## src/hdl/inverse_affine_image_warp_core_assert.svh

```systemverilog
// Assertion macros shared by the warp core.
`ifndef INVERSE_AFFINE_IMAGE_WARP_CORE_ASSERT_SVH
`define INVERSE_AFFINE_IMAGE_WARP_CORE_ASSERT_SVH

// Condition in a cycle implies a consequence in the same cycle.
`define IAW_ASSERT_NOW(label, clk, rst_n, ante, cons) \
    label: assert property (@(posedge clk) disable iff (!rst_n) (ante) |-> (cons)) \
        else $error("warp core check failed");

// A condition that must never hold.
`define IAW_ASSERT_NEVER(label, clk, rst_n, cond) \
    label: assert property (@(posedge clk) disable iff (!rst_n) !(cond)) \
        else $error("warp core exclusion failed");

`endif

```

## src/hdl/iaw_pkg.sv

```systemverilog
package iaw_pkg;

    // Configuration register indexes.
    typedef enum logic [2:0] {
        CFG_ROW_SHIFT = 3'd0,
        CFG_COL_SHIFT = 3'd1,
        CFG_ANGLE     = 3'd2,
        CFG_SCALE     = 3'd3,
        CFG_ROWS      = 3'd4,
        CFG_COLS      = 3'd5
    } t_cfg_idx;

    // Item opcodes.
    typedef enum logic {
        OP_STORE = 1'b0,
        OP_FETCH = 1'b1
    } t_opcode;

    localparam logic [15:0] SCALE_RESET = 16'd4096;
    localparam logic [8:0]  SIZE_RESET  = 9'd256;

    // Quotient bits produced by the divider before saturation.
    localparam int QUOT_BITS = 17;

    // Sine table over whole degrees 0..90, wide enough for twenty fraction bits.
    localparam int SINE_ENTRIES = 91;
    localparam int SINE_W       = 21;
    localparam longint PI_Q30   = 64'sd3373259426;

    typedef logic [SINE_W-1:0] t_sine_rom [SINE_ENTRIES];

    // Taylor series of the sine in Q30, evaluated at elaboration.
    function automatic longint taylor_sine_q30(longint x);
        longint x2;
        longint term;
        longint sum;
        x2   = (x * x) >>> 30;
        term = x;
        sum  = x;
        for (int k = 1; k <= 12; k++) begin
            term = (term * x2) >>> 30;
            case (k)
                1:       term = term / 6;
                2:       term = term / 20;
                3:       term = term / 42;
                4:       term = term / 72;
                5:       term = term / 110;
                6:       term = term / 156;
                7:       term = term / 210;
                8:       term = term / 272;
                9:       term = term / 342;
                10:      term = term / 420;
                11:      term = term / 506;
                12:      term = term / 600;
                default: term = term;
            endcase
            if (k[0]) begin
                sum = sum - term;
            end else begin
                sum = sum + term;
            end
        end
        return sum;
    endfunction

    // Quarter-wave sine table rounded half up to the given fraction bits.
    function automatic t_sine_rom build_sine_rom(int frac_bits);
        t_sine_rom rom;
        longint    x;
        longint    v;
        for (int d = 0; d < SINE_ENTRIES; d++) begin
            x = (longint'(d) * PI_Q30 + 90) / 180;
            v = taylor_sine_q30(x);
            if (v < 0) begin
                v = 0;
            end
            v = (v + (longint'(1) <<< (29 - frac_bits))) >>> (30 - frac_bits);
            rom[d] = SINE_W'(v);
        end
        return rom;
    endfunction

    // Saturate a sign and magnitude quotient to a signed 16-bit coordinate.
    function automatic logic signed [15:0] sat_quot(logic neg, logic ovf,
                                                    logic [QUOT_BITS-1:0] q);
        logic signed [15:0] res;
        if (neg) begin
            if (ovf || q > 17'd32768) begin
                res = 16'sh8000;
            end else begin
                res = -$signed(q[15:0]);
            end
        end else begin
            if (ovf || q > 17'd32767) begin
                res = 16'sh7FFF;
            end else begin
                res = $signed(q[15:0]);
            end
        end
        return res;
    endfunction

endpackage

```

## src/hdl/iaw_div.sv

```systemverilog
module iaw_div import iaw_pkg::*; #(
    parameter int FRAC_BITS = 14,
    parameter int TAG_W     = 25
) (
    input  logic                     i_clk,
    input  logic                     i_rst_n,
    input  logic                     i_en,
    input  logic                     i_valid,
    input  logic [TAG_W-1:0]         i_tag,
    input  logic [15:0]              i_scale,
    input  logic                     i_neg_r,
    input  logic [FRAC_BITS+14:0]    i_mag_r,
    input  logic                     i_neg_c,
    input  logic [FRAC_BITS+14:0]    i_mag_c,
    output logic                     o_valid,
    output logic [TAG_W-1:0]         o_tag,
    output logic                     o_neg_r,
    output logic                     o_ovf_r,
    output logic [QUOT_BITS-1:0]     o_q_r,
    output logic                     o_neg_c,
    output logic                     o_ovf_c,
    output logic [QUOT_BITS-1:0]     o_q_c
);

    localparam int W  = FRAC_BITS + 34;
    localparam int QB = QUOT_BITS;

    logic [W-1:0] w_den;
    logic [W-1:0] w_num [2];
    logic         w_neg [2];

    logic             r_valid [QB+1];
    logic [TAG_W-1:0] r_tag   [QB+1];
    logic [W-1:0]     r_rem   [2][QB];
    logic [QB-1:0]    r_q     [2][QB+1];
    logic             r_ovf   [2][QB+1];
    logic             r_neg   [2][QB+1];

    logic [W-1:0]  n_rem [2][QB];
    logic [QB-1:0] n_q   [2][QB+1];
    logic [W-1:0]  w_trial [QB];

    // Divisor is the scale moved up by the trig fraction bits.
    assign w_den    = W'(i_scale) << FRAC_BITS;
    assign w_num[0] = W'(i_mag_r) << 12;
    assign w_num[1] = W'(i_mag_c) << 12;
    assign w_neg[0] = i_neg_r;
    assign w_neg[1] = i_neg_c;

    // Restoring division: one quotient bit per stage, most significant first.
    always_comb begin
        for (int s = 0; s < QB; s++) begin
            w_trial[s] = w_den << (QB - 1 - s);
        end
        for (int l = 0; l < 2; l++) begin
            n_rem[l][0] = w_num[l];
            n_q[l][0]   = '0;
            for (int s = 1; s <= QB; s++) begin
                n_q[l][s] = r_q[l][s-1];
                if (r_rem[l][s-1] >= w_trial[s-1]) begin
                    n_q[l][s][QB-s] = 1'b1;
                    if (s < QB) begin
                        n_rem[l][s] = r_rem[l][s-1] - w_trial[s-1];
                    end
                end else if (s < QB) begin
                    n_rem[l][s] = r_rem[l][s-1];
                end
            end
        end
    end

    // Stage registers; the first stage also flags quotients beyond the bit range.
    always_ff @(posedge i_clk) begin
        if (!i_rst_n) begin
            for (int s = 0; s <= QB; s++) begin
                r_valid[s] <= 1'b0;
            end
        end else if (i_en) begin
            r_valid[0] <= i_valid;
            for (int s = 1; s <= QB; s++) begin
                r_valid[s] <= r_valid[s-1];
            end
        end
        if (i_en) begin
            r_tag[0] <= i_tag;
            for (int s = 1; s <= QB; s++) begin
                r_tag[s] <= r_tag[s-1];
            end
            for (int l = 0; l < 2; l++) begin
                r_ovf[l][0] <= w_num[l] >= (w_den << QB);
                r_neg[l][0] <= w_neg[l];
                for (int s = 0; s < QB; s++) begin
                    r_rem[l][s] <= n_rem[l][s];
                end
                for (int s = 0; s <= QB; s++) begin
                    r_q[l][s] <= n_q[l][s];
                end
                for (int s = 1; s <= QB; s++) begin
                    r_ovf[l][s] <= r_ovf[l][s-1];
                    r_neg[l][s] <= r_neg[l][s-1];
                end
            end
        end
    end

    assign o_valid = r_valid[QB];
    assign o_tag   = r_tag[QB];
    assign o_neg_r = r_neg[0][QB];
    assign o_ovf_r = r_ovf[0][QB];
    assign o_q_r   = r_q[0][QB];
    assign o_neg_c = r_neg[1][QB];
    assign o_ovf_c = r_ovf[1][QB];
    assign o_q_c   = r_q[1][QB];

endmodule

```

## config.mk

```make
export PLATFORM = sky130hd
export DESIGN_NAME = iaw_div
export DESIGN_NICKNAME = d
export VERILOG_FILES = /design/src/hdl/inverse_affine_image_warp_core_assert.svh /design/src/hdl/iaw_pkg.sv /design/src/hdl/iaw_div.sv
export SDC_FILE = /design/constraint.sdc
export NUM_CORES = 2
export LEC_CHECK = 0
export BUFFER_PORTS_ARGS = -buffer_cell sky130_fd_sc_hd__buf_2
export CAP_MARGIN = 15
export CORE_UTILIZATION = 53
export DETAILED_ROUTE_END_ITERATION = 10
export PLACE_DENSITY = 0.72
export SYNTH_ARGS = -nofsm -noshare
export SYNTH_HDL_FRONTEND = slang
export SYNTH_SLANG_ARGS = --single-unit
export TNS_END_PERCENT = 1
```

## constraint.sdc

```tcl
create_clock -name i_clk -period 4.2 [get_ports i_clk]
set_clock_uncertainty 0.15 [all_clocks]
set_input_delay 0.63 -clock i_clk [delete_from_list [all_inputs] [get_ports i_clk]]
set_output_delay 0.63 -clock i_clk [all_outputs]
set_load 0.01 [all_outputs]
```

* Word-level counts from Yosys, hierarchy flattened
Memories as Yosys holds them, arrays and structs flattened.
Index checks and enable logic that the tools add are counted.
** Operators by class
- $lt $le $gt $ge :: 36
- Add/sub/neg operators :: 32
- Bitwise gates (word level) :: 18
- Mux-type cells :: 89
** Operators with widths (number)
- 48-bit 2-to-1 mux :: 32
- 48-bit by 30-bit greater-or-equal comparator with 1-bit output :: 2
- 48-bit by 31-bit greater-or-equal comparator with 1-bit output :: 2
- 48-bit by 32-bit greater-or-equal comparator with 1-bit output :: 2
- 48-bit by 33-bit greater-or-equal comparator with 1-bit output :: 2
- 48-bit by 34-bit greater-or-equal comparator with 1-bit output :: 2
- 48-bit by 35-bit greater-or-equal comparator with 1-bit output :: 2
- 48-bit by 36-bit greater-or-equal comparator with 1-bit output :: 2
- 48-bit by 37-bit greater-or-equal comparator with 1-bit output :: 2
- 48-bit by 38-bit greater-or-equal comparator with 1-bit output :: 2
- 48-bit by 39-bit greater-or-equal comparator with 1-bit output :: 2
- 48-bit by 40-bit greater-or-equal comparator with 1-bit output :: 2
- 48-bit by 41-bit greater-or-equal comparator with 1-bit output :: 2
- 48-bit by 42-bit greater-or-equal comparator with 1-bit output :: 2
- 48-bit by 43-bit greater-or-equal comparator with 1-bit output :: 2
- 48-bit by 44-bit greater-or-equal comparator with 1-bit output :: 2
- 48-bit by 45-bit greater-or-equal comparator with 1-bit output :: 2
- 48-bit by 46-bit greater-or-equal comparator with 1-bit output :: 2
- 48-bit by 31-bit subtractor with 48-bit output :: 2
- 48-bit by 32-bit subtractor with 48-bit output :: 2
- 48-bit by 33-bit subtractor with 48-bit output :: 2
- 48-bit by 34-bit subtractor with 48-bit output :: 2
- 48-bit by 35-bit subtractor with 48-bit output :: 2
- 48-bit by 36-bit subtractor with 48-bit output :: 2
- 13 further kinds :: 97
** Storage, ports and cells
- Bits in registers :: 0
- Memory bits (writable) :: 2712
- Bits of input ports :: 105
- Output and inout port bits :: 64
- Memories kept :: 6
- Logic and storage cells :: 181
** Memories
- r_rem :: words 2, bits a word 797, rd ports 2, clocked after memory_dff 0, write ports 2, RTL line iaw_div.sv:34 : logic [W-1:0] r_rem [2][QB];
- r_q :: words 2, bits a word 289, rd ports 2, clocked after memory_dff 0, write ports 2, RTL line iaw_div.sv:35 : logic [QB-1:0] r_q [2][QB+1];
- r_tag :: words 18, bits a word 25, rd ports 18, clocked after memory_dff 0, write ports 18, RTL line iaw_div.sv:33 : logic [TAG_W-1:0] r_tag [QB+1];
- r_neg :: words 2, bits a word 18, rd ports 2, clocked after memory_dff 0, write ports 2, RTL line iaw_div.sv:37 : logic r_neg [2][QB+1];
- r_ovf :: words 2, bits a word 18, rd ports 2, clocked after memory_dff 0, write ports 2, RTL line iaw_div.sv:36 : logic r_ovf [2][QB+1];
- r_valid :: words 18, bits a word 1, rd ports 18, clocked after memory_dff 0, write ports 18, RTL line iaw_div.sv:32 : logic r_valid [QB+1];

* Logic depth before layout (Yosys ltp)
- Depth in word-level cells :: 4
- Gate-level depth with buffers :: 13
- Depth with buffers taken out :: 13

* Least setup slack after synthesis
Ideal clock, no wire load.
- Path type :: input to register
- From :: input port i_scale[7]
- To :: memory r_rem[0][86] (netlist name), data pin
- Arrival time :: 3929 ps
- Stages on the path :: 13
- Data required time :: 3779 ps
- Slack :: -150 ps
- Cell sequence :: inv_1 > ha_1 > clkbuf_1 > a211oi_1 > o211ai_1 > and3_1 > o31ai_1 > o21ai_0 > a221o_1 > or2_2 > clkbuf_1 > nor4_1 > xor2_1
** RTL lines
- start: declaration :: RTL line iaw_div.sv:10 : input logic [15:0] i_scale,
- end: declaration :: RTL line iaw_div.sv:34

==> flow_metrics.tcl <==
set metrics [dict create \
    maxCapViolCount 0 \
    port_buffers 168 \
    grt_pass1_wl_microns 328000 \
    tightest_slew_ns 1.04 \
    finalHoldViolations 0 \
    cp.buffers_inverters 1 \
    core-area_sq_mm 0.184 \
    syn_nets 8199 \
    max_slew_margin 0.304 \
    overflow 0 \
    start_util 0.536 \
    synth-seq-cells 2056 \
    track_usage 0.221 \
    fp.dieW_microns 433 \
    p_int_mw 47.1 \
    fillers 13700 \
    die_h_microns 433 \
    clkSlewWorstSetupHoldPaths_ns 0.07 \
    htreeDepth 4 \
    nNetsFinal 8978 \
    rsz0062_at_grt "false" \
    layout_setup_ws_ns 0.437 \
    critPathMaxFanout 31 \
    cp_slowest_stage_delay_ns 0.68 \
    p_leak_nw 42.5 \
    antenna_found_initial 2 \
    yosysTopAreaCellShare 0.627 \
    clk_latency_ns 0.85 \
    crit_path_frequent_cell "or4_1" \
    ys_seq_area_frac 0.627 \
    multi_input_area_sq_mm 0.0357 \
    synth_warnings 0 \
    routed_wl_microns 209000 \
    p_switching_mw 20.4 \
    powerDensity_mw_per_mm2 592 \
    finalSetupViolations 0 \
    hold_slack_ns 0.0846 \
    seqPwrFrac 0.435 \
    fmax_mhz 266 \
    drive_above_1_share 0.130 \
    synthArstFlopShare 0 \
    clock-sinks 2056 \
    grt_max_degree 133 \
    clock_path_buffers 3 \
    area_growth_pct 15.6 \
    required_ns 4.65 \
    tritoncts "done" \
    cpLargestDelayFamily "simple AND/OR/NAND/NOR gates" \
    clock_power_share 0.282 \
    yosysTopAreaCell "edfxtp_1" \
    pin_count 169 \
    avgSynthCellArea_sq_um 13.1 \
    synth-edff-count 2056 \
    pre_cts_ws_ns -0.190 \
    synth_area_leaders "edfxtp_1 (63%), ha_1 (7.0%), xor2_1 (2.9%), xnor2_1 (2.9%), a21oi_1 (2.4%)" \
    max-vdd-ir-drop_v 0.000373 \
    yosys.cell_types.count 90 \
    place_inst 10500 \
    cts.repair.resized 0 \
    post-cts-setup-buffers 0 \
    finalWeightedCongestion 0.942 \
    drv_slew 0 \
    dieArea_sq_mm 0.188 \
    finalPower_mw 67.4 \
    first_iter_violations 4048 \
    path_class "flop to flop" \
    final_cells 10900 \
    viasPerCell 5.72 \
    post_synth_instance_area_sq_mm 0.0985 \
    comb_power_share 0.283 \
    vias 62500 \
    cpMaxStageDelayCell "or4_1" \
    worst_setup_path_start_kind "flop" \
    post-route-util 0.620 \
    cp.arrival_ns 4.21 \
    ys.flop_type "edfxtp_1" \
    outcome "completed" \
    drc 0 \
    finalCriticalPeriod_ns 3.76 \
    numCtsBuffers 208 \
    grt_pass1_vias 62500 \
    cp_cell_sequence "or4_1, or4_1, nor4b_1, o211ai_1, a211oi_4, buf_4, mux2_1" \
    dp_hpwl_microns 151000 \
    worst_setup_path_end_kind "flop" \
    wl_per_cell_microns 19.1 \
    dr.pass1.iters 6 \
    period_share 0.896 \
    root_buffer "clkbuf_16" \
    ant_nets 0 \
    netlist_instances 7508 \
    regArea_sq_mm 0.0617 \
    switching_share 0.302 \
    hold_class "input pin to flop" \
    ctsHoldBuffers 86 \
    rows 157 \
]
[power by group through the flow]
stage | registers, mW | logic (mW) | clock network [mW]
finish | 29.3 | 19.0 | 19.0
global route | 29.6 | 21.1 | 20.3
CTS | 29.3 | 18.9 | 19.5
detailed placement | 29.7 | 18.7 | 0
global placement | 29.6 | 18.2 | 0
floorplan | 28.9 | 13.7 | 0
[synth_stat cells, types with 13 or more instances]
cell / n
edfxtp_1: 2056
ha_1: 554
nand2_1: 542
nor2_1: 502
a21oi_1: 466
o21ai_0: 455
xor2_1: 327
xnor2_1: 322
inv_1: 197
a21o_1: 196
nor3_1: 170
nor4_1: 161
clkbuf_1: 111
nand3_1: 107
nand2b_1: 104
nor2b_1: 101
o21a_1: 101
mux2_2: 86
nand4_1: 83
or4_1: 65
or3_1: 63
and3_1: 53
o31ai_1: 53
a211oi_1: 49
a31oi_1: 47
o21bai_1: 37
nor4b_1: 35
fa_1: 32
o211ai_1: 32
a21boi_0: 31
nand4b_1: 28
o31a_1: 27
or2_2: 25
a2111oi_0: 20
a211o_1: 19
nand3b_1: 19
a31o_2: 17
and2_1: 16
o41ai_1: 14
and4_1: 13
o211a_1: 13
[cell families (layout without fill, tap and decap cells)]
| group | count (synthesis) | in the layout | share of synthesized area |
|---|---|---|---|
| buffers and inverters | 323 | 1274 | 0.0124 |
| adders and majority gates | 586 | 586 | 0.0768 |
| DFF | 2056 | 2056 | 0.627 |
| and+or+nand+nor | 2123 | 2123 | 0.109 |
| xor gates and xnor gates | 649 | 649 | 0.0577 |
| AOI/OAI and AO/OA | 1670 | 1670 | 0.106 |
| other | 0 | 3 | 0 |
| muxes | 101 | 101 | 0.0114 |
[state kept, by name, indices dropped and copies added, names as in the netlist]
signal	cells
r_q	306
r_valid	18
r_tag	450
r_neg	36
r_ovf	36
r_rem	1210
[cell usage in the layout (no fill, tap or decap), types with 63 or more instances in the layout]
master	instances
buf_2	166
nor4_1	161
inv_1	182
xnor2_1	322
mux2_2	86
buf_4	388
ha_1	554
a21o_1	196
nor2b_1	101
nand2_1	542
or3_1	63
xor2_1	327
nor2_1	501
or4_1	65
edfxtp_1	2056
nand4_1	83
o21ai_0	452
a21oi_1	465
nand2b_1	104
nor3_1	169
o21a_1	101
clkbuf_16	211
dlygate4sd3_1	86
nand3_1	107
[through the flow]
stage	instance area, sq um	setup TNS (ns)
CTS	114000	0
floorplan	98600	-1.13
global placement	106000	-2.19
global route	114000	0
detailed placement	106000	-3.73
finish	114000	0
[final cells by class]
type                            count  area share
Multi-Input combinational cell   5129       0.313
Sequential cell                  2056       0.542
Antenna cell                        3   0.0000659
Timing Repair Buffer              691      0.0494
Tap cell                         2464      0.0271
Clock buffer                      238      0.0472
Clock inverter                    144      0.0149
Inverter                          201     0.00669
[path summary, 6_finish.rpt]
kind	startpoint	to	slack, ns	cells after the start
worst min-delay path	i_scale[10]	r_ovf[0][17]	0.08	3
worst max register to register	r_rem[0][182]	r_rem[0][116]	0.44	7
worst max-delay path	r_rem[0][182]	r_rem[0][116]	0.44	7
worst min register to register	r_tag[7][12]	r_tag[8][12]	0.25	0
[worst reg2reg max path: stages, from the launching register on]
cell	delay, ns
edfxtp_1	0.42
or4_1	0.68
or4_1	0.58
nor4b_1	0.49
o211ai_1	0.24
a211oi_4	0.24
buf_4	0.33
mux2_1	0.38
[routing by layer]
metal | vias to the layer above | wire (microns) | GRT usage
li1 | 30400 | - | -
met1 | 30000 | 83600 | 0.257
met2 | 1593 | 108000 | 0.403
met3 | 522 | 8370 | 0.0309
met4 | 0 | 9200 | 0.0999
met5 | - | 0 | 0
No activity file was read; power rests on OpenSTA's default activity.
