## src/hdl/inverse_affine_image_warp_core_assert.svh

```systemverilog
// Assertion macros shared by the warp core.
`ifndef INVERSE_AFFINE_IMAGE_WARP_CORE_ASSERT_SVH
`define INVERSE_AFFINE_IMAGE_WARP_CORE_ASSERT_SVH

// Condition in a cycle implies a consequence in the same cycle.
`define IAW_ASSERT_NOW(label, clk, rst_n, ante, cons) \
    label: assert property (@(posedge clk) disable iff (!rst_n) (ante) |-> (cons)) \
        else $error("warp core check failed");

// A condition that must never hold.
`define IAW_ASSERT_NEVER(label, clk, rst_n, cond) \
    label: assert property (@(posedge clk) disable iff (!rst_n) !(cond)) \
        else $error("warp core exclusion failed");

`endif

```

## src/hdl/iaw_pkg.sv

```systemverilog
package iaw_pkg;

    // Configuration register indexes.
    typedef enum logic [2:0] {
        CFG_ROW_SHIFT = 3'd0,
        CFG_COL_SHIFT = 3'd1,
        CFG_ANGLE     = 3'd2,
        CFG_SCALE     = 3'd3,
        CFG_ROWS      = 3'd4,
        CFG_COLS      = 3'd5
    } t_cfg_idx;

    // Item opcodes.
    typedef enum logic {
        OP_STORE = 1'b0,
        OP_FETCH = 1'b1
    } t_opcode;

    localparam logic [15:0] SCALE_RESET = 16'd4096;
    localparam logic [8:0]  SIZE_RESET  = 9'd256;

    // Quotient bits produced by the divider before saturation.
    localparam int QUOT_BITS = 17;

    // Sine table over whole degrees 0..90, wide enough for twenty fraction bits.
    localparam int SINE_ENTRIES = 91;
    localparam int SINE_W       = 21;
    localparam longint PI_Q30   = 64'sd3373259426;

    typedef logic [SINE_W-1:0] t_sine_rom [SINE_ENTRIES];

    // Taylor series of the sine in Q30, evaluated at elaboration.
    function automatic longint taylor_sine_q30(longint x);
        longint x2;
        longint term;
        longint sum;
        x2   = (x * x) >>> 30;
        term = x;
        sum  = x;
        for (int k = 1; k <= 12; k++) begin
            term = (term * x2) >>> 30;
            case (k)
                1:       term = term / 6;
                2:       term = term / 20;
                3:       term = term / 42;
                4:       term = term / 72;
                5:       term = term / 110;
                6:       term = term / 156;
                7:       term = term / 210;
                8:       term = term / 272;
                9:       term = term / 342;
                10:      term = term / 420;
                11:      term = term / 506;
                12:      term = term / 600;
                default: term = term;
            endcase
            if (k[0]) begin
                sum = sum - term;
            end else begin
                sum = sum + term;
            end
        end
        return sum;
    endfunction

    // Quarter-wave sine table rounded half up to the given fraction bits.
    function automatic t_sine_rom build_sine_rom(int frac_bits);
        t_sine_rom rom;
        longint    x;
        longint    v;
        for (int d = 0; d < SINE_ENTRIES; d++) begin
            x = (longint'(d) * PI_Q30 + 90) / 180;
            v = taylor_sine_q30(x);
            if (v < 0) begin
                v = 0;
            end
            v = (v + (longint'(1) <<< (29 - frac_bits))) >>> (30 - frac_bits);
            rom[d] = SINE_W'(v);
        end
        return rom;
    endfunction

    // Saturate a sign and magnitude quotient to a signed 16-bit coordinate.
    function automatic logic signed [15:0] sat_quot(logic neg, logic ovf,
                                                    logic [QUOT_BITS-1:0] q);
        logic signed [15:0] res;
        if (neg) begin
            if (ovf || q > 17'd32768) begin
                res = 16'sh8000;
            end else begin
                res = -$signed(q[15:0]);
            end
        end else begin
            if (ovf || q > 17'd32767) begin
                res = 16'sh7FFF;
            end else begin
                res = $signed(q[15:0]);
            end
        end
        return res;
    endfunction

endpackage

```

## src/hdl/iaw_trig.sv

```systemverilog
module iaw_trig import iaw_pkg::*; #(
    parameter int FRAC_BITS = 14
) (
    input  logic signed [9:0]           i_angle,
    output logic signed [FRAC_BITS+1:0] o_cos,
    output logic signed [FRAC_BITS+1:0] o_sin
);

    localparam int TW = FRAC_BITS + 2;
    localparam t_sine_rom SINE_ROM = build_sine_rom(FRAC_BITS);

    // Sine of a reduced angle 0..359 by quadrant symmetry.
    function automatic logic signed [TW-1:0] sine_of(logic [8:0] d);
        logic [6:0]    idx;
        logic          neg;
        logic [TW-1:0] mag;
        priority if (d <= 9'd90) begin
            idx = d[6:0];
            neg = 1'b0;
        end else if (d <= 9'd180) begin
            idx = 7'(9'd180 - d);
            neg = 1'b0;
        end else if (d <= 9'd270) begin
            idx = 7'(d - 9'd180);
            neg = 1'b1;
        end else begin
            idx = 7'(9'd360 - d);
            neg = 1'b1;
        end
        mag = TW'(SINE_ROM[idx][FRAC_BITS:0]);
        return neg ? -$signed(mag) : $signed(mag);
    endfunction

    logic signed [10:0] w_red;
    logic [8:0]         w_sin_deg;
    logic [9:0]         w_cos_sum;
    logic [8:0]         w_cos_deg;

    // Reduce the angle modulo 360 and derive the cosine angle.
    always_comb begin
        w_red = {i_angle[9], i_angle};
        if (w_red >= 11'sd360) begin
            w_red = w_red - 11'sd360;
        end else if (w_red <= -11'sd360) begin
            w_red = w_red + 11'sd360;
        end
        if (w_red < 11'sd0) begin
            w_red = w_red + 11'sd360;
        end
        w_sin_deg = w_red[8:0];
        w_cos_sum = {1'b0, w_sin_deg} + 10'd90;
        if (w_cos_sum >= 10'd360) begin
            w_cos_sum = w_cos_sum - 10'd360;
        end
        w_cos_deg = w_cos_sum[8:0];
    end

    assign o_sin = sine_of(w_sin_deg);
    assign o_cos = sine_of(w_cos_deg);

endmodule

```

## config.mk

```make
export PLATFORM = sky130hd
export DESIGN_NAME = iaw_trig
export DESIGN_NICKNAME = d
export VERILOG_FILES = /design/src/hdl/inverse_affine_image_warp_core_assert.svh /design/src/hdl/iaw_pkg.sv /design/src/hdl/iaw_trig.sv
export SDC_FILE = /design/constraint.sdc
export NUM_CORES = 1
export LEC_CHECK = 0
export BUFFER_PORTS_ARGS = -buffer_cell sky130_fd_sc_hd__buf_2
export CAP_MARGIN = 40
export CORE_UTILIZATION = 25
export DETAILED_ROUTE_END_ITERATION = 6
export PLACE_DENSITY_LB_ADDON = 0.3
export SYNTH_ARGS = -nofsm -noshare
export SYNTH_HDL_FRONTEND = slang
export SYNTH_SLANG_ARGS = --single-unit
```

## constraint.sdc

```tcl
create_clock -name vclk -period 18.3
set_clock_uncertainty 0.2 [all_clocks]
set_input_delay 3.66 -clock vclk [all_inputs]
set_output_delay 3.66 -clock vclk [all_outputs]
set_load 0.05 [all_outputs]
```

Yosys cells after proc, flatten, opt, wreduce, memory -nomap -nowiden. Memory sizes are Yosys's and may differ from the RTL's. Cells that the tools add are included.

Register bits: 0. ROM bits: 5376. Bits of input ports: 10. Logic and storage cells: 49. Memories kept: 2.

$add $sub $neg: 13. Order comparisons: 12. Muxes and demuxes: 20. Bitwise operators: 2.

Memory list: (name not given) (words 128, width 21, read ports 1, clocked after memory_dff 0, write ports 0, line iaw_trig.sv:30) `mag = TW'(SINE_ROM[idx][FRAC_BITS:0]);`; (name not given) (words 128, width 21, read ports 1, clocked after memory_dff 0, write ports 0, line iaw_trig.sv:30).

Operators by type and width (count): 15-bit 2-to-1 mux (4); 7-bit 2-to-1 mux (6); 16-bit 2-to-1 mux (2); 15-bit negator with 16-bit output (2); 11-bit 2-to-1 mux (2); 9-bit by 7-bit <= comparator with 1-bit output (second input constant) (2); 9-bit by 8-bit <= comparator with 1-bit output (second input constant) (2); 9-bit <= comparator (second input constant) (2); 9-bit 2-to-1 mux (2); 8-bit greater-or-equal comparator (second input constant) (2); 7-bit inverter with 8-bit output (2); 6-bit by 7-bit subtractor with 7-bit output (first input constant) (2); 7-bit by 6-bit subtractor with 7-bit output (second input constant) (2); 7-bit subtractor (first input constant) (2); 10-bit by 10-bit adder with 11-bit output (second input constant) (1); 11-bit by 1-bit < comparator with 1-bit output (second input constant) (1); 10-bit by 10-bit subtractor with 11-bit output (second input constant) (1); 9-bit by 7-bit adder with 10-bit output (second input constant) (1); 10-bit greater-or-equal comparator (second input constant) (1); 10-bit by 9-bit greater-or-equal comparator with 1-bit output (second input constant) (1); 10-bit <= comparator (second input constant) (1); 9-bit adder (second input constant) (1); 9-bit subtractor (second input constant) (1); 1-bit 2-to-1 mux (4).

Logic depth before layout (Yosys ltp). Gate-level depths: netlist (run 1).

Depth in word-level cells: 18. Mapped depth: 44. Mapped depth without buffers: 39.

Worst setup path after synthesis (run 1). Ideal clock, no wire load.

Path kind: input to output. Start: in i_angle[0]. End: out o_cos[13]. Data arrival time: 12338 ps. Data required time: 14440 ps. Setup slack: 2102 ps. Cell stages on the path: 36. Buffers on the path: 7. Cell sequence: inv_1 > clkbuf_1 > buf_1 > ha_1 > ha_1 > and2_1 > o211ai_1 > nand3_1 > and2_1 > clkbuf_1 > inv_1 > nand2_1 > nand2_1 > ha_1 > and2_1 > buf_1 > or3_1 > a31oi_2 > mux2i_4 > and2_1 > buf_4 > o211ai_1 > a41oi_1 > a41oi_4 > o31a_1 > mux2i_2 > clkbuf_1 > ha_1 > clkbuf_1 > nor4_1 > a2111oi_0 > a211oi_1 > a211oi_1 > or3_1 > nor3_1 > o311ai_1.

Longest elaborated chain between the ends: 18. Elaborated cells between the ends (all ways): 30. Classes of those cells: 9 x add/sub; 7 x order compare; 12 x mux; 1 x bitwise; 1 x memory.

Ends and longest elaborated chain: from (decl) (line iaw_trig.sv:4) `input logic signed [9:0] i_angle,`; 10-bit by 10-bit adder with 11-bit output / 10-bit <= comparator (equally long branches) (line iaw_trig.sv:45, iaw_trig.sv:44); 11-bit 2-to-1 mux (line iaw_trig.sv:44) `end else if (w_red <= -11'sd360) begin`; 11-bit 2-to-1 mux * (line iaw_trig.sv:42) `if (w_red >= 11'sd360) begin`; 9-bit adder / 11-bit by 1-bit < comparator with 1-bit output (equally long branches) (line iaw_trig.sv:48, iaw_trig.sv:47); 9-bit 2-to-1 mux * (line iaw_trig.sv:47) `if (w_red < 11'sd0) begin`; 9-bit by 7-bit adder with 10-bit output * (line iaw_trig.sv:51) `w_cos_sum = {1'b0, w_sin_deg} + 10'd90;`; 9-bit subtractor / 10-bit by 9-bit greater-or-equal comparator with 1-bit output (equally long branches) (line iaw_trig.sv:53, iaw_trig.sv:52); 9-bit 2-to-1 mux * (line iaw_trig.sv:52) `if (w_cos_sum >= 10'd360) begin`; 9-bit <= comparator (tied with other cells) (line iaw_trig.sv:23) `end else if (d <= 9'd270) begin`; 7-bit 2-to-1 mux (line iaw_trig.sv:23); 7-bit 2-to-1 mux (line iaw_trig.sv:20) `end else if (d <= 9'd180) begin`; 7-bit 2-to-1 mux (line iaw_trig.sv:17) `priority if (d <= 9'd90) begin`; 7-bit inverter with 8-bit output (implied by the code) (line iaw_trig.sv:30); memory read 128 x 21 bit; 15-bit 2-to-1 mux (implied by the code) (2 in series) (line iaw_trig.sv:30); 15-bit negator with 16-bit output (line iaw_trig.sv:31) `return neg ? -$signed(mag) : $signed(mag);`; 16-bit 2-to-1 mux * (line iaw_trig.sv:31); to (decl) (line iaw_trig.sv:5) `output logic signed [FRAC_BITS+1:0] o_cos,`.

Mark *: on every way between the ends. The rest lies on a longest branch, timed or not. The select of a mux whose other input is x is not followed.

Final worst setup path (run 1).
Start: in i_angle[1]. End: out o_cos[12].

Same word-level chain as after synthesis.

==> impl_metrics.tcl, run 1 <==
set metrics [dict create \
    cp_top_family "compound AO/OA/AOI/OAI gates" \
    diodes 0 \
    drc 0 \
    max_freq_mhz 60.17 \
    grt_first_pass_wirelength_microns 43770 \
    crit_required_ns 14.44 \
    netlist.area_leader.share 0.07617 \
    syn_nets 1097 \
    gp_congestion 0.9492 \
    io-pin-count 42 \
    ff_latch_area_sq_um 0 \
    cpPeakStageDelay_ns 0.53 \
    post_cts_buffers 0 \
    hpwlAfterDp_microns 19590 \
    path_max_fanout 18 \
    drive_gt1_frac 0.1313 \
    drtIter0Drc 1295 \
    min_path_cells 7 \
    nets 1083 \
    detail_route.wl_per_cell_microns 19.83 \
    yosysWarnings 0 \
    worstSetupPathType "in2out" \
    final.fill_count 3018 \
    initial_core_util 0.2553 \
    syn-instance-count 1044 \
    seq_area_frac_synth 0 \
    place_ws_ns 1.895 \
    clkbuf_count 0 \
    grt_use_total 0.1837 \
    fin_area_sq_um 7412 \
    setup_violations 0 \
    antenna_found_initial 0 \
    cap_viol_max_count 0 \
    min_period_over_period 0.9081 \
    avgSynthCellArea_sq_um 6.608 \
    grt_overflow 0 \
    synth_cell_type_count 93 \
    cp.arrival_ns 12.76 \
    fp.coreArea_sq_um 27030 \
    start_kind "input port" \
    hold_viol 0 \
    min-delay-path-class "in2out" \
    die_w_microns 168.1 \
    avgViaCountPerCell 6.323 \
    crit_slowest_cell "a211oi_1" \
    placement.io_buffers 42 \
    tns_ns 0 \
    critPathLaunch "i_angle[1]" \
    rows 60 \
    cp_common_cell "ha_1" \
    post-route-min-period_ns 16.62 \
    grt_pass1_vias 7899 \
    cp-end-kind "output port" \
    netlist_top_cells_count "nand2_1, a21oi_1, nor2_1" \
    rsz0062_at_grt "false" \
    seq_cells 0 \
    critPathBufInv 6 \
    num_vias 8656 \
    yosysMostFrequentCell "nand2_1" \
    cts-resized-gates 0 \
    finalWirelength_microns 27140 \
    ant_nets 0 \
    relSlewSlack 0.3933 \
    setup_ws_ns 1.681 \
    dpl_cell_area_sq_um 7412 \
    cts_hold_buf 0 \
    synthTopCellsByArea "ha_1, nand2_1, a21oi_1" \
    synth_largest_area_cell "ha_1" \
    syn2layout_area_growth_pct 7.436 \
    firstDrtPassIters 6 \
    worst_hold_slack_ns 8.241 \
    status "finished, final reports clean" \
    fp.dieH_microns 168.1 \
    design.die.area_sq_um 28260 \
    grt_max_degree 46 \
    min_to "o_sin[4]" \
    hold_start "i_angle[2]" \
    tightest_slew_ns 0.8983 \
    syn-cell-area_sq_um 6899 \
    slew_violations 0 \
]
==> layout make-up <==
class | instances | area (sq um) | area share
Tap cell | 341 | 426.7 | 0.05756
Multi-Input combinational cell | 918 | 6397 | 0.8631
Inverter | 38 | 142.6 | 0.01924
Timing Repair Buffer | 72 | 445.4 | 0.06009
==> cells by family (layout without fill, tap and decap cells) <==
| logic type | count (synthesis) | in the layout | share of synthesized area |
|---|---|---|---|
| and+or+nand+nor | 343 | 343 | 0.2414 |
| muxes | 38 | 38 | 0.06764 |
| adders and majority gates | 44 | 44 | 0.08052 |
| buffers and inverters | 126 | 110 | 0.07671 |
| xor gates and xnor gates | 50 | 50 | 0.06347 |
| AOI/OAI and AO/OA | 443 | 443 | 0.4703 |
==> how the worst max path moves through the flow <==
stage | to | cells past startpoint
2_1_floorplan | o_cos[13] | 36
3_3_place_gp | o_cos[12] | 35
3_5_place_dp | o_cos[8] | 35
4_1_cts | o_cos[8] | 35
5_1_grt | o_cos[12] | 35
6_report | o_cos[12] | 35
==> cells in the final DEF, fill, tap and decap left out, types with 36 or more instances in the layout <==
| cell | instances |
|---|---|
| nand3_1 | 38 |
| nand2_1 | 107 |
| buf_2 | 44 |
| inv_1 | 36 |
| xnor2_1 | 36 |
| o21ai_0 | 61 |
| nor2_1 | 66 |
| ha_1 | 42 |
| a21oi_1 | 80 |
| nor3_1 | 36 |
==> through the flow <==
step	instances	utilization
finish	1369	0.2743
global route	1369	0.2743
CTS	1369	0.2743
detailed placement	1369	0.2743
global placement	1363	0.2722
floorplan	1044	-
==> metal layers <==
metal,wire length (microns),track usage,up-vias
met5,0,0,-
met4,517,0.04111,0
met3,2431,0.01363,54
met2,12100,0.2984,500
met1,12090,0.2630,4053
li1,-,-,4049
Power of run 1 is not shown: default switching activity piles up to over one toggle a cycle in this logic, so the estimate is an artifact.
==> inputs of run 2 (changes only) <==
--- a/config.mk
+++ b/config.mk
@@ -10,6 +10,7 @@
 export CORE_UTILIZATION = 25
 export DETAILED_ROUTE_END_ITERATION = 6
 export PLACE_DENSITY_LB_ADDON = 0.3
+export REMOVE_ABC_BUFFERS = 1
 export SYNTH_ARGS = -nofsm -noshare
 export SYNTH_HDL_FRONTEND = slang
 export SYNTH_SLANG_ARGS = --single-unit
==> run 2 against run 1 <==
  * Via count rose by 1.8%
  * First-iteration DRC count shrank 1.5%
  * Worst setup slack better by 0.093 ns
  * Sequential share of layout area unchanged
  * Sequential cell count did not move
  * Worst hold slack improved by 0.027 ns
  * Cell count rose by 0.22%
  * Die area did not move
  * Largest cell class unchanged
  * Count of clock-buffer cells in the layout stayed put
  * Routed wire length increased by 1.4%
  * Final area rose by 0.44%
  * Critical path depth unchanged
==> impl_metrics.tcl, run 2 (same netlist as run 1, synthesis figures left out) <==
set metrics [dict create \
    hold_viol 0 \
    status "finished, final reports clean" \
    grt_first_pass_wirelength_microns 43570 \
    final_common_cell "nand2_1" \
    drive_gt1_frac 0.1339 \
    cts-resized-gates 0 \
    cp_top_family "compound AO/OA/AOI/OAI gates" \
    rsz0062_at_grt "false" \
    tightest_slew_ns 0.9112 \
    post_cts_buffers 0 \
    grt_max_degree 41 \
    start_kind "input port" \
    diodes 0 \
    relSlewSlack 0.3878 \
    detail_route.wl_per_cell_microns 20.06 \
    antenna_found_initial 0 \
    setup_violations 0 \
    cp.arrival_ns 12.67 \
    drtIter0Drc 1275 \
    min_period_over_period 0.9030 \
    seq_cells 0 \
    finalWirelength_microns 27520 \
    post-route-min-period_ns 16.53 \
    grt_use_total 0.1843 \
    firstDrtPassIters 5 \
    cts_hold_buf 0 \
    die_w_microns 168.1 \
    tns_ns 0 \
    max_freq_mhz 60.51 \
    min-delay-path-class "in2out" \
    avgViaCountPerCell 6.424 \
    grt_pass1_vias 7863 \
    initial_core_util 0.2553 \
    io-pin-count 42 \
    fp.dieH_microns 168.1 \
    cap_viol_max_count 0 \
    nets 1086 \
    design.die.area_sq_um 28260 \
    ff_latch_area_sq_um 0 \
    num_vias 8814 \
    cp-end-kind "output port" \
    clkbuf_count 0 \
    hpwlAfterDp_microns 19950 \
    grt_overflow 0 \
    slew_violations 0 \
    worstSetupPathType "in2out" \
    placement.io_buffers 42 \
    ant_nets 0 \
    most-common-layout-cells "nand2_1, a21oi_1, nor2_1" \
    rows 60 \
    crit_required_ns 14.44 \
    path_max_fanout 20 \
    crit_slowest_cell "nor4b_1" \
    fp.coreArea_sq_um 27030 \
    syn2layout_area_growth_pct 7.907 \
    gp_congestion 1.030 \
    critPathBufInv 6 \
    drc 0 \
    cpPeakStageDelay_ns 0.63 \
]
run 2: worst paths after layout:
path	startpoint	end	slack, ns	depth (start not counted)
setup / recovery	i_angle[1]	o_cos[8]	1.77	35
hold / removal	i_angle[1]	o_cos[12]	8.27	7
run 2: metal layers:
| layer | vias to the layer above | track usage | wire length (microns) |
|---|---|---|---|
| met4 | 0 | 0.04664 | 879 |
| met5 | - | 0 | 0 |
| met1 | 4120 | 0.2650 | 12030 |
| met3 | 97 | 0.01834 | 2633 |
| met2 | 548 | 0.2917 | 11980 |
| li1 | 4049 | - | - |
run 2: layout make-up:
type | count | area, sq um
Inverter | 38 | 142.6
Timing Repair Buffer | 75 | 478.0
Tap cell | 341 | 426.7
Multi-Input combinational cell | 918 | 6397
Fill cell | 2969 | 19580
run 2: per-stage QoR:
step / cells / hold WS [ns] / util / setup WS, ns / cell area (sq um)
after global placement: 1367 / 8.261 / 0.2733 / 1.928 / 7387
after floorplan: 956 / 7.714 / - / 2.314 / 6513
after CTS: 1372 / 8.272 / 0.2755 / 1.970 / 7445
final: 1372 / 8.268 / 0.2755 / 1.774 / 7445
after detailed placement: 1372 / 8.271 / 0.2755 / 1.975 / 7445
after global routing: 1372 / 8.331 / 0.2755 / 1.172 / 7445
Power of run 2 is left out for the same reason.
